**config.mk**
```make
export PLATFORM = sky130hd
export DESIGN_NAME = bpq_front
export DESIGN_NICKNAME = d
export VERILOG_FILES = /design/src/hdl/bpq_pkg.sv /design/src/hdl/bpq_front.sv
export SDC_FILE = /design/constraint.sdc
export NUM_CORES = 1
export LEC_CHECK = 0
export BUFFER_PORTS_ARGS = -buffer_cell sky130_fd_sc_hd__buf_2
export CORE_ASPECT_RATIO = 1.25
export CORE_MARGIN = 1
export CORE_UTILIZATION = 45
export DETAILED_ROUTE_END_ITERATION = 6
export PLACE_DENSITY = 0.69
export SKIP_LAST_GASP = 1
export SLEW_MARGIN = 25
export SYNTH_ARGS = -nofsm -noshare
export SYNTH_HDL_FRONTEND = slang
export SYNTH_SLANG_ARGS = --single-unit
```
**constraint.sdc**
```tcl
create_clock -name i_clk -period 2 [get_ports i_clk]
set_input_delay 0.4 -clock i_clk [delete_from_list [all_inputs] [get_ports i_clk]]
set_output_delay 0.4 -clock i_clk [all_outputs]
set_load 0.1 [all_outputs]
```
**src/hdl/bpq_pkg.sv**
```systemverilog
// Shared types and constants for the bucketed priority queue.
// No dependencies; imported by every module of the block.
`timescale 1ns / 1ps
package bpq_pkg;
    localparam int CAPACITY  = 64;
    localparam int ID_LIMIT  = 65536;
    localparam int LEVELS    = 100;
    localparam int ID_W      = 16;
    localparam int LV_W      = 7;
    localparam int CIDX_W    = $clog2(CAPACITY);
    localparam int CNT_W     = $clog2(CAPACITY + 1);
    localparam int ARR_W     = $clog2(ID_LIMIT + 1);
    localparam logic [LV_W-1:0]  MAX_LV  = LV_W'(LEVELS - 1);
    localparam logic [CNT_W-1:0] CAP_CNT = CNT_W'(CAPACITY);
    localparam logic [ARR_W-1:0] ID_LIM  = ARR_W'(ID_LIMIT);

    typedef enum logic [1:0] {
        CMD_INSERT = 2'd0,
        CMD_RAISE  = 2'd1,
        CMD_REMOVE = 2'd2,
        CMD_QUERY  = 2'd3
    } t_cmd;

    typedef enum logic [2:0] {
        ST_OK     = 3'd0,
        ST_FULL   = 3'd1,
        ST_ABSENT = 3'd2,
        ST_SAT    = 3'd3,
        ST_NOIDS  = 3'd4
    } t_status;

    typedef struct packed {
        t_cmd             cmd;
        logic [ID_W-1:0]  entry_id;
        logic [LV_W-1:0]  level_value;
    } t_req;

    typedef struct packed {
        logic count_nz;
        logic head_valid;
        logic state_ok;
    } t_back_stat;
endpackage

```
**src/hdl/bpq_front.sv**
```systemverilog
// Front part: takes requests and holds them in a two-entry queue.
// Depends on bpq_pkg.
`timescale 1ns / 1ps
module bpq_front import bpq_pkg::*; (
    input  logic       i_clk,
    input  logic       i_rst_n,
    input  logic       i_in_valid,
    output logic       o_in_stall,
    input  t_req       i_req,
    output logic       o_q_valid,
    output t_req       o_q_req,
    input  logic       i_q_pop
);
    t_req       r_q [2];
    logic       r_wr;
    logic       r_rd;
    logic [1:0] r_cnt;
    logic       push;

    assign o_in_stall = (r_cnt == 2'd2);
    assign push       = i_in_valid && !o_in_stall;
    assign o_q_valid  = (r_cnt != 2'd0);
    assign o_q_req    = r_q[r_rd];

    always_ff @(posedge i_clk) begin
        if (push) begin
            r_q[r_wr] <= i_req;
        end
        if (!i_rst_n) begin
            r_wr  <= 1'b0;
            r_rd  <= 1'b0;
            r_cnt <= 2'd0;
        end else begin
            if (push) begin
                r_wr <= ~r_wr;
            end
            if (i_q_pop) begin
                r_rd <= ~r_rd;
            end
            r_cnt <= r_cnt + 2'(push) - 2'(i_q_pop);
        end
    end
endmodule

```
==> results.json, run 1 <==
{
  "status": "completed",
  "setup_slack_ns": 0.104,
  "cts_hold_buf": 0,
  "drive_above_1_share_pct": 54.8,
  "drtIter0Drc": 6,
  "drt_first_pass_iters": 4,
  "vias": 1047,
  "p_per_area_nw_per_um2": 1310,
  "layout.area.seq_sq_um": 1600,
  "drt-wirelength-per-cell_um": 13.6,
  "place_congestion": 0.676,
  "setup_violations": 0,
  "hold_viol": 0,
  "synth_nets": 134,
  "die-area_sq_um": 5030,
  "post_cts_resized": 0,
  "cts_sinks": 55,
  "worst_slew_pin_slew_ns": 0.488,
  "fin_crit_ns": 1.90,
  "critPathCaptureType": "output pin",
  "syn_area_per_cell_sq_um": 20.7,
  "cts_tree": "yes",
  "num-fill-cells": 332,
  "cp_max_fo": 20,
  "use_met3_pct": 5.32,
  "area_growth_pct": 29.1,
  "ys_seq_area_share_pct": 75.0,
  "antenna_found_initial": 0,
  "use_met1_pct": 12.9,
  "cts_buffer_depth": 2,
  "start_util_pct": 47.5,
  "drc_errors": 0,
  "peakVddDrop_mv": 0.825,
  "clock_latency_ns": 0.29,
  "post_drt_via_cell_ratio": 4.63,
  "n_antenna_cell": 0,
  "hp-class": "input port to register",
  "utilization_pct": 61.4,
  "fin_setup_tns_ns": 0,
  "core_area_sq_um": 4490,
  "ant_nets": 0,
  "place_hpwl_um": 2280,
  "final_common_cell": "edfxtp_1",
  "power.leakage_nw": 1.12,
  "fmax_mhz": 527,
  "crit_arrival_ns": 1.50,
  "hold_slack_ns": 0.290,
  "place_ws_ns": 0.415,
  "fp.dieW_um": 63.6,
  "die_h_um": 79.0,
  "grt_pass1_wl_um": 4860,
  "track_usage_pct": 13.3,
  "slew_headroom_pct": 67.7,
  "grt_pass1_vias": 1085,
  "period_share_pct": 94.8,
  "syn_inst": 103,
  "io_buffer_count": 55,
  "final_cell_mix": "edfxtp_1, buf_2, mux2_4, buf_12",
  "max-cap-violations": 0,
  "yosys.cell_types.count": 17,
  "cts_buffers": 5,
  "drv_slew": 0,
  "finalClockSkew_ns": 0.00300,
  "critical_path_required_ns": 1.60,
  "boundaryPins": 56,
  "clkTransAtPathRegs_ns": 0.08,
  "yosys_register_bits": 55,
  "nNetsFinal": 198,
  "netlist_area_sq_um": 2140,
  "gr-total-overflow": 0,
  "grt_setup_unrepaired": "false",
  "use_met2_pct": 24.6,
  "multi_input_area_sq_um": 474,
  "row_count": 27,
  "cts_root_buf": "clkbuf_8",
  "p_total_mw": 3.60,
  "cts_setup_buffers": 0,
  "h-tree-depth": 2,
  "ys_warn_count": 0,
  "crit_type": "register to output pin",
  "postRouteWirelength_um": 3070,
  "startpoint_type": "register",
  "busiest_layer": "met2",
  "grt_max_degree": 21
}
==> power by group <==
| part | switching (mW) | leakage, nW | internal, mW |
|---|---|---|---|
| registers | 0.0517 | 0.508 | 1.45 |
| clock network | 0.307 | 0.0403 | 0.239 |
| logic | 1.10 | 0.567 | 0.451 |
==> synthesized netlist by cell type, drive strengths merged <==
| library cell | number | area [sq um] |
|---|---|---|
| nand2 | 2 | 7.51 |
| xor2 | 1 | 8.76 |
| nor2 | 4 | 15.0 |
| and3 | 1 | 6.26 |
| mux2 | 25 | 357 |
| nand2b | 2 | 12.5 |
| or2 | 1 | 6.26 |
| ha | 2 | 25.0 |
| inv | 3 | 11.3 |
| mux2i | 1 | 10.0 |
| xnor2 | 2 | 17.5 |
| edfxtp | 50 | 1500 |
| dfxtp | 5 | 100 |
| buf | 3 | 51.3 |
| and2 | 1 | 6.26 |
==> metal layers <==
metal | vias to the layer above | wire, um
li1 | 511 | -
met4 | 0 | 45
met1 | 494 | 1150
met5 | - | 0
met3 | 5 | 194
met2 | 37 | 1680
==> kinds of logic after synthesis <==
family                     Yosys count  synth area share, %
DFF                                 55                 75.0
muxes                               26                 17.2
and+or+nand+nor                     11                 2.52
buffers and inverters                6                 2.93
xor gates and xnor gates             3                 1.23
adders and majority gates            2                 1.17
==> path summary, 6_finish.rpt <==
kind	startpoint	endpoint	slack, ns	cells after the start
worst min-delay path	i_req[24]	r_q[0][24]$_DFFE_PP_	0.29	1
worst min register to register	r_wr$_SDFFE_PN0P_	r_wr$_SDFFE_PN0P_	0.50	2
worst max register to register	r_cnt[0]$_SDFF_PN0_	r_cnt[1]$_SDFF_PN0_	0.42	8
worst max-delay path	register	o_q_req[18]	0.10	3
==> layout make-up <==
type                            count  share of cell area [%]
Sequential cell                    55                    58.1
Timing Repair Buffer               60                    18.8
Multi-Input combinational cell     42                    17.2
Clock buffer                        6                    2.63
Tap cell                           58                    2.63
Inverter                            3                   0.408
Clock inverter                      2                   0.272
==> worst max-delay path: stages (launching register included) <==
cell and delay (ns):
dfxtp_1 0.38, buf_12 0.21, mux2_4 0.31, buf_2 0.29
==> metrics by stage <==
step | std cells | instance area [sq um]
2_1_floorplan | 103 | 2140
3_3_place_gp | 218 | 2680
3_5_place_dp | 218 | 2680
4_1_cts | 226 | 2760
5_1_grt | 226 | 2760
6_report | 226 | 2760
==> flip-flops by register name, indices dropped and copies added (netlist names), named ones only <==
name   count
r_cnt      2
r_q       50
r_rd       1
r_wr       1
No activity file was read; power rests on OpenSTA's default activity.
==> inputs of run 2 (changes only) <==
PLACE_DENSITY = 0.67   (was 0.69)
clock period = 1.78 ns   (was 2 ns; I/O delays follow)
==> results.json, run 2 (synthesis gave the netlist of run 1 again) <==
{
  "cts_buffer_depth": 2,
  "reg2reg_setup_slack_ns": 0.12,
  "num-fill-cells": 320,
  "drtIter0Drc": 13,
  "path_cells": "buf_12 > mux2_2 > buf_12",
  "cts_buffers": 5,
  "drive_above_1_share_pct": 56.5,
  "nNetsFinal": 200,
  "peakVddDrop_mv": 1.07,
  "ant_nets": 0,
  "crit_arrival_ns": 1.37,
  "drt-wirelength-per-cell_um": 15.2,
  "final_cell_mix": "edfxtp_1, buf_2, buf_12, mux2_4, buf_4",
  "area_growth_pct": 38.6,
  "fin_crit_ns": 1.73,
  "place_hpwl_um": 2600,
  "top_register": "r_q",
  "start_util_pct": 47.5,
  "antenna_found_initial": 0,
  "max-cap-violations": 0,
  "max_stage_delay_ns": 0.38,
  "die_h_um": 79.0,
  "largest_reg_flops": 50,
  "final_common_cell": "edfxtp_1",
  "crit_type": "register to output pin",
  "cts_root_buf": "clkbuf_8",
  "hold_depth": 1,
  "worst_slew_pin_slew_ns": 0.484,
  "hold_viol": 0,
  "finalClockSkew_ns": 0.00330,
  "gr-total-overflow": 0,
  "cts_hold_buf": 0,
  "setup_slack_ns": 0.0535,
  "h-tree-depth": 2,
  "place_ws_ns": 0.0982,
  "fmax_mhz": 579,
  "cp_max_fo": 12,
  "critical_path_required_ns": 1.42,
  "power.leakage_nw": 1.20,
  "worstReg2RegEnd": "r_cnt[1]$_SDFF_PN0_",
  "post_drt_via_cell_ratio": 4.76,
  "path_common_cell": "buf_12",
  "grt_pass1_vias": 1207,
  "n_antenna_cell": 0,
  "p_per_area_nw_per_um2": 1450,
  "track_usage_pct": 14.7,
  "hp-class": "input port to register",
  "clkTransAtPathRegs_ns": 0.08,
  "cpMaxStageDelayCell": "dfxtp_4",
  "utilization_pct": 65.9,
  "drt_first_pass_iters": 4,
  "critPathCaptureType": "output pin",
  "boundaryPins": 56,
  "reg_top3": "r_q x50, r_cnt x2",
  "grt_max_degree": 16,
  "hold_start": "i_req[7]",
  "slew_headroom_pct": 68.0,
  "cts_sinks": 55,
  "hold_slack_ns": 0.249,
  "r2r_cells": 8,
  "r2r_start": "r_cnt[0]$_SDFF_PN0_",
  "layout.area.seq_sq_um": 1610,
  "row_count": 27,
  "die-area_sq_um": 5030,
  "period_share_pct": 97.0,
  "multi_input_area_sq_um": 474,
  "vias": 1086,
  "cts_tree": "yes",
  "core_area_sq_um": 4490,
  "startpoint_type": "register",
  "io_buffer_count": 55,
  "clock_latency_ns": 0.29,
  "min_to": "r_q[1][7]$_DFFE_PP_",
  "fp.dieW_um": 63.6,
  "place_congestion": 0.657,
  "grt_pass1_wl_um": 5440,
  "drv_slew": 0,
  "drc_errors": 0,
  "status": "completed",
  "postRouteWirelength_um": 3470,
  "setup_violations": 0
}
==> run 2: cell types whose count changed in the layout (fill, tap and decap cells not counted) <==
cell | previous run | this run
dfxtp_4 | 0 | 1
dfxtp_1 | 5 | 4
clkbuf_1 | 1 | 2
buf_4 | 3 | 6
clkinv_2 | 0 | 1
clkinv_1 | 2 | 0
buf_2 | 43 | 30
buf_12 | 14 | 26
==> run 2: metrics by stage <==
step | setup TNS, ns | power [mW] | instance area [sq um] | instances
final | 0 | 4.29 | 2960 | 228
after detailed placement | 0 | 3.71 | 2880 | 220
after global routing | -0.00155 | 4.42 | 2960 | 228
after floorplan | 0 | 3.06 | 2140 | 103
after global placement | 0 | 3.66 | 2880 | 220
after CTS | 0 | 4.33 | 2960 | 228
==> run 2: worst max path at each step <==
| stage | start | end | slack [ns] |
|---|---|---|---|
| floorplan | r_cnt[0]$_SDFF_PN0_ | r_q[0][0]$_DFFE_PP_ | 0.16 |
| global placement | r_cnt[0]$_SDFF_PN0_ | r_cnt[1]$_SDFF_PN0_ | 0.29 |
| detailed placement | r_cnt[0]$_SDFF_PN0_ | r_cnt[1]$_SDFF_PN0_ | 0.1 |
| CTS | register | o_q_req[1] | 0.02 |
| global route | register | o_q_req[3] | -0.002 |
| finish | register | o_q_req[1] | 0.05 |
==> run 2: layout make-up <==
class | count | area share [%]
Inverter | 3 | 0.380
Tap cell | 58 | 2.45
Clock buffer | 7 | 2.58
Timing Repair Buffer | 62 | 24.2
Multi-Input combinational cell | 42 | 16.0
Clock inverter | 1 | 0.169
Sequential cell | 55 | 54.2
==> run 2: what timing repair did <==
item,CTS,global route
resized for setup,0,1
setup endpoints to repair,0,11
setup buffers,0,0
==> run 2: critical path: cells and delay by family, from the launching register on <==
family                 cells  cell delay, ns
buffers and inverters      2            0.32
flip-flops                 1            0.38
multiplexers               1            0.37
==> run 2: where the power goes <==
part | internal, mW | total (mW) | switching (mW) | leakage [nW]
sequential | 1.63 | 1.70 | 0.0651 | 0.508
combinational | 0.683 | 1.97 | 1.29 | 0.646
clock | 0.276 | 0.620 | 0.343 | 0.0422
total | 2.59 | 4.29 | 1.70 | 1.20
==> run 2: layer usage <==
metal,GRT usage (%),routed length [um],vias to the layer above
li1,-,-,516
met1,13.9,1250,532
met2,29.1,2030,34
met3,4.17,156,4
met4,5.45,34,0
met5,0,0,-
==> inputs of run 3 (changes only) <==
RECOVER_POWER = 25   (was default)
==> results.json, run 3 (synthesis gave the netlist of run 1 again) <==
{
  "status": "completed",
  "slew_headroom_pct": 68.0,
  "hold_depth": 1,
  "final_common_cell": "edfxtp_1",
  "ant_nets": 0,
  "startpoint_type": "register",
  "start_util_pct": 47.5,
  "gr-total-overflow": 0,
  "post_drt_via_cell_ratio": 4.75,
  "p_total_mw": 4.29,
  "peakVddDrop_mv": 1.07,
  "finalClockSkew_ns": 0.00330,
  "drt-wirelength-per-cell_um": 15.3,
  "p_per_area_nw_per_um2": 1450,
  "instances_no_fill": 228,
  "fp.dieW_um": 63.6,
  "hold_slack_ns": 0.249,
  "drc_errors": 0,
  "largest_reg_flops": 50,
  "die_h_um": 79.0,
  "antenna_found_initial": 0,
  "drt_first_pass_iters": 4,
  "clock_latency_ns": 0.29,
  "h-tree-depth": 2,
  "cts_buffer_depth": 2,
  "hp-class": "input port to register",
  "setup_slack_ns": 0.0534,
  "top_register": "r_q",
  "cts_root_buf": "clkbuf_8",
  "layout.area.seq_sq_um": 1610,
  "multi_input_area_sq_um": 474,
  "cts_setup_buffers": 0,
  "setup_violations": 0,
  "power.leakage_nw": 1.19,
  "drive_above_1_share_pct": 55.9,
  "period_share_pct": 97.0,
  "grt_pass1_vias": 1207,
  "min_to": "r_q[1][7]$_DFFE_PP_",
  "boundaryPins": 56,
  "crit_type": "register to output pin",
  "critPathCaptureType": "output pin",
  "area_growth_pct": 38.5,
  "fin_setup_tns_ns": 0,
  "n_antenna_cell": 0,
  "reg_top3": "r_q x50, r_cnt x2",
  "place_ws_ns": 0.0982,
  "place_hpwl_um": 2600,
  "drtIter0Drc": 13,
  "crit_arrival_ns": 1.37,
  "final_cell_mix": "edfxtp_1, buf_2, buf_12, mux2_4, buf_4",
  "place_congestion": 0.657,
  "dp_cells": 220,
  "grt_max_degree": 16,
  "cts_hold_buf": 0,
  "critical_path_required_ns": 1.42,
  "die-area_sq_um": 5030,
  "cts_buffers": 5,
  "core_area_sq_um": 4490,
  "fin_crit_ns": 1.73,
  "r2r_start": "r_cnt[0]$_SDFF_PN0_",
  "worstReg2RegEnd": "r_cnt[1]$_SDFF_PN0_",
  "num-fill-cells": 321,
  "reg2reg_setup_slack_ns": 0.12,
  "hold_viol": 0,
  "drv_slew": 0,
  "worst_slew_pin_slew_ns": 0.484,
  "hold_start": "i_req[7]",
  "clkTransAtPathRegs_ns": 0.08,
  "nNetsFinal": 200,
  "cts_sinks": 55,
  "grt_pass1_wl_um": 5440,
  "r2r_cells": 8,
  "cp_max_fo": 12,
  "track_usage_pct": 14.7,
  "row_count": 27,
  "vias": 1084,
  "cts_tree": "yes",
  "fmax_mhz": 579,
  "postRouteWirelength_um": 3480,
  "io_buffer_count": 55,
  "max-cap-violations": 0
}
run 3: layout make-up:
cell class	instances	share of cell area (%)
timing repair buffer	62	24.1
sequential	55	54.2
multi-input combinational	42	16.0
inverter	3	0.381
clock buffer	7	2.58
tap	58	2.45
clock inverter	1	0.169
run 3: repair_timing:
item,4_1_cts,5_1_grt
gates resized for setup,0,1
hold endpoints to repair,0,0
endpoints found under the setup margin,0,11
run 3: critical path, cell delays in order, from the launching register on:
cell and delay (ns):
dfxtp_4 0.38, buf_12 0.15, mux2_2 0.37, buf_12 0.17
run 3: per-layer routing:
| metal | share of wire, % | up-vias | global-route usage (%) |
|---|---|---|---|
| met2 | 58 | 34 | 29.1 |
| met1 | 36 | 530 | 13.9 |
| met4 | 0.98 | 0 | 5.45 |
| li1 | - | 516 | - |
| met3 | 4.5 | 4 | 4.17 |
| met5 | 0 | - | 0 |
run 3: stage by stage:
step	instance area [sq um]	utilization, %
6_report	2960	65.9
5_1_grt	2960	65.9
4_1_cts	2960	65.8
3_5_place_dp	2880	64.0
3_3_place_gp	2880	64.0
2_1_floorplan	2140	-
run 3: how the worst max path moves through the flow:
stage,startpoint,to,depth (start not counted)
final,register,o_q_req[1],3
after global routing,register,o_q_req[3],3
after CTS,register,o_q_req[1],3
after detailed placement,r_cnt[0]$_SDFF_PN0_,r_cnt[1]$_SDFF_PN0_,8
after global placement,r_cnt[0]$_SDFF_PN0_,r_cnt[1]$_SDFF_PN0_,8
after floorplan,r_cnt[0]$_SDFF_PN0_,r_q[0][0]$_DFFE_PP_,3
run 3: where the power goes:
group | internal, mW | leakage (nW) | total (mW) | switching (mW)
registers | 1.63 | 0.508 | 1.70 | 0.0653
logic | 0.682 | 0.643 | 1.97 | 1.29
clock network | 0.276 | 0.0422 | 0.620 | 0.344
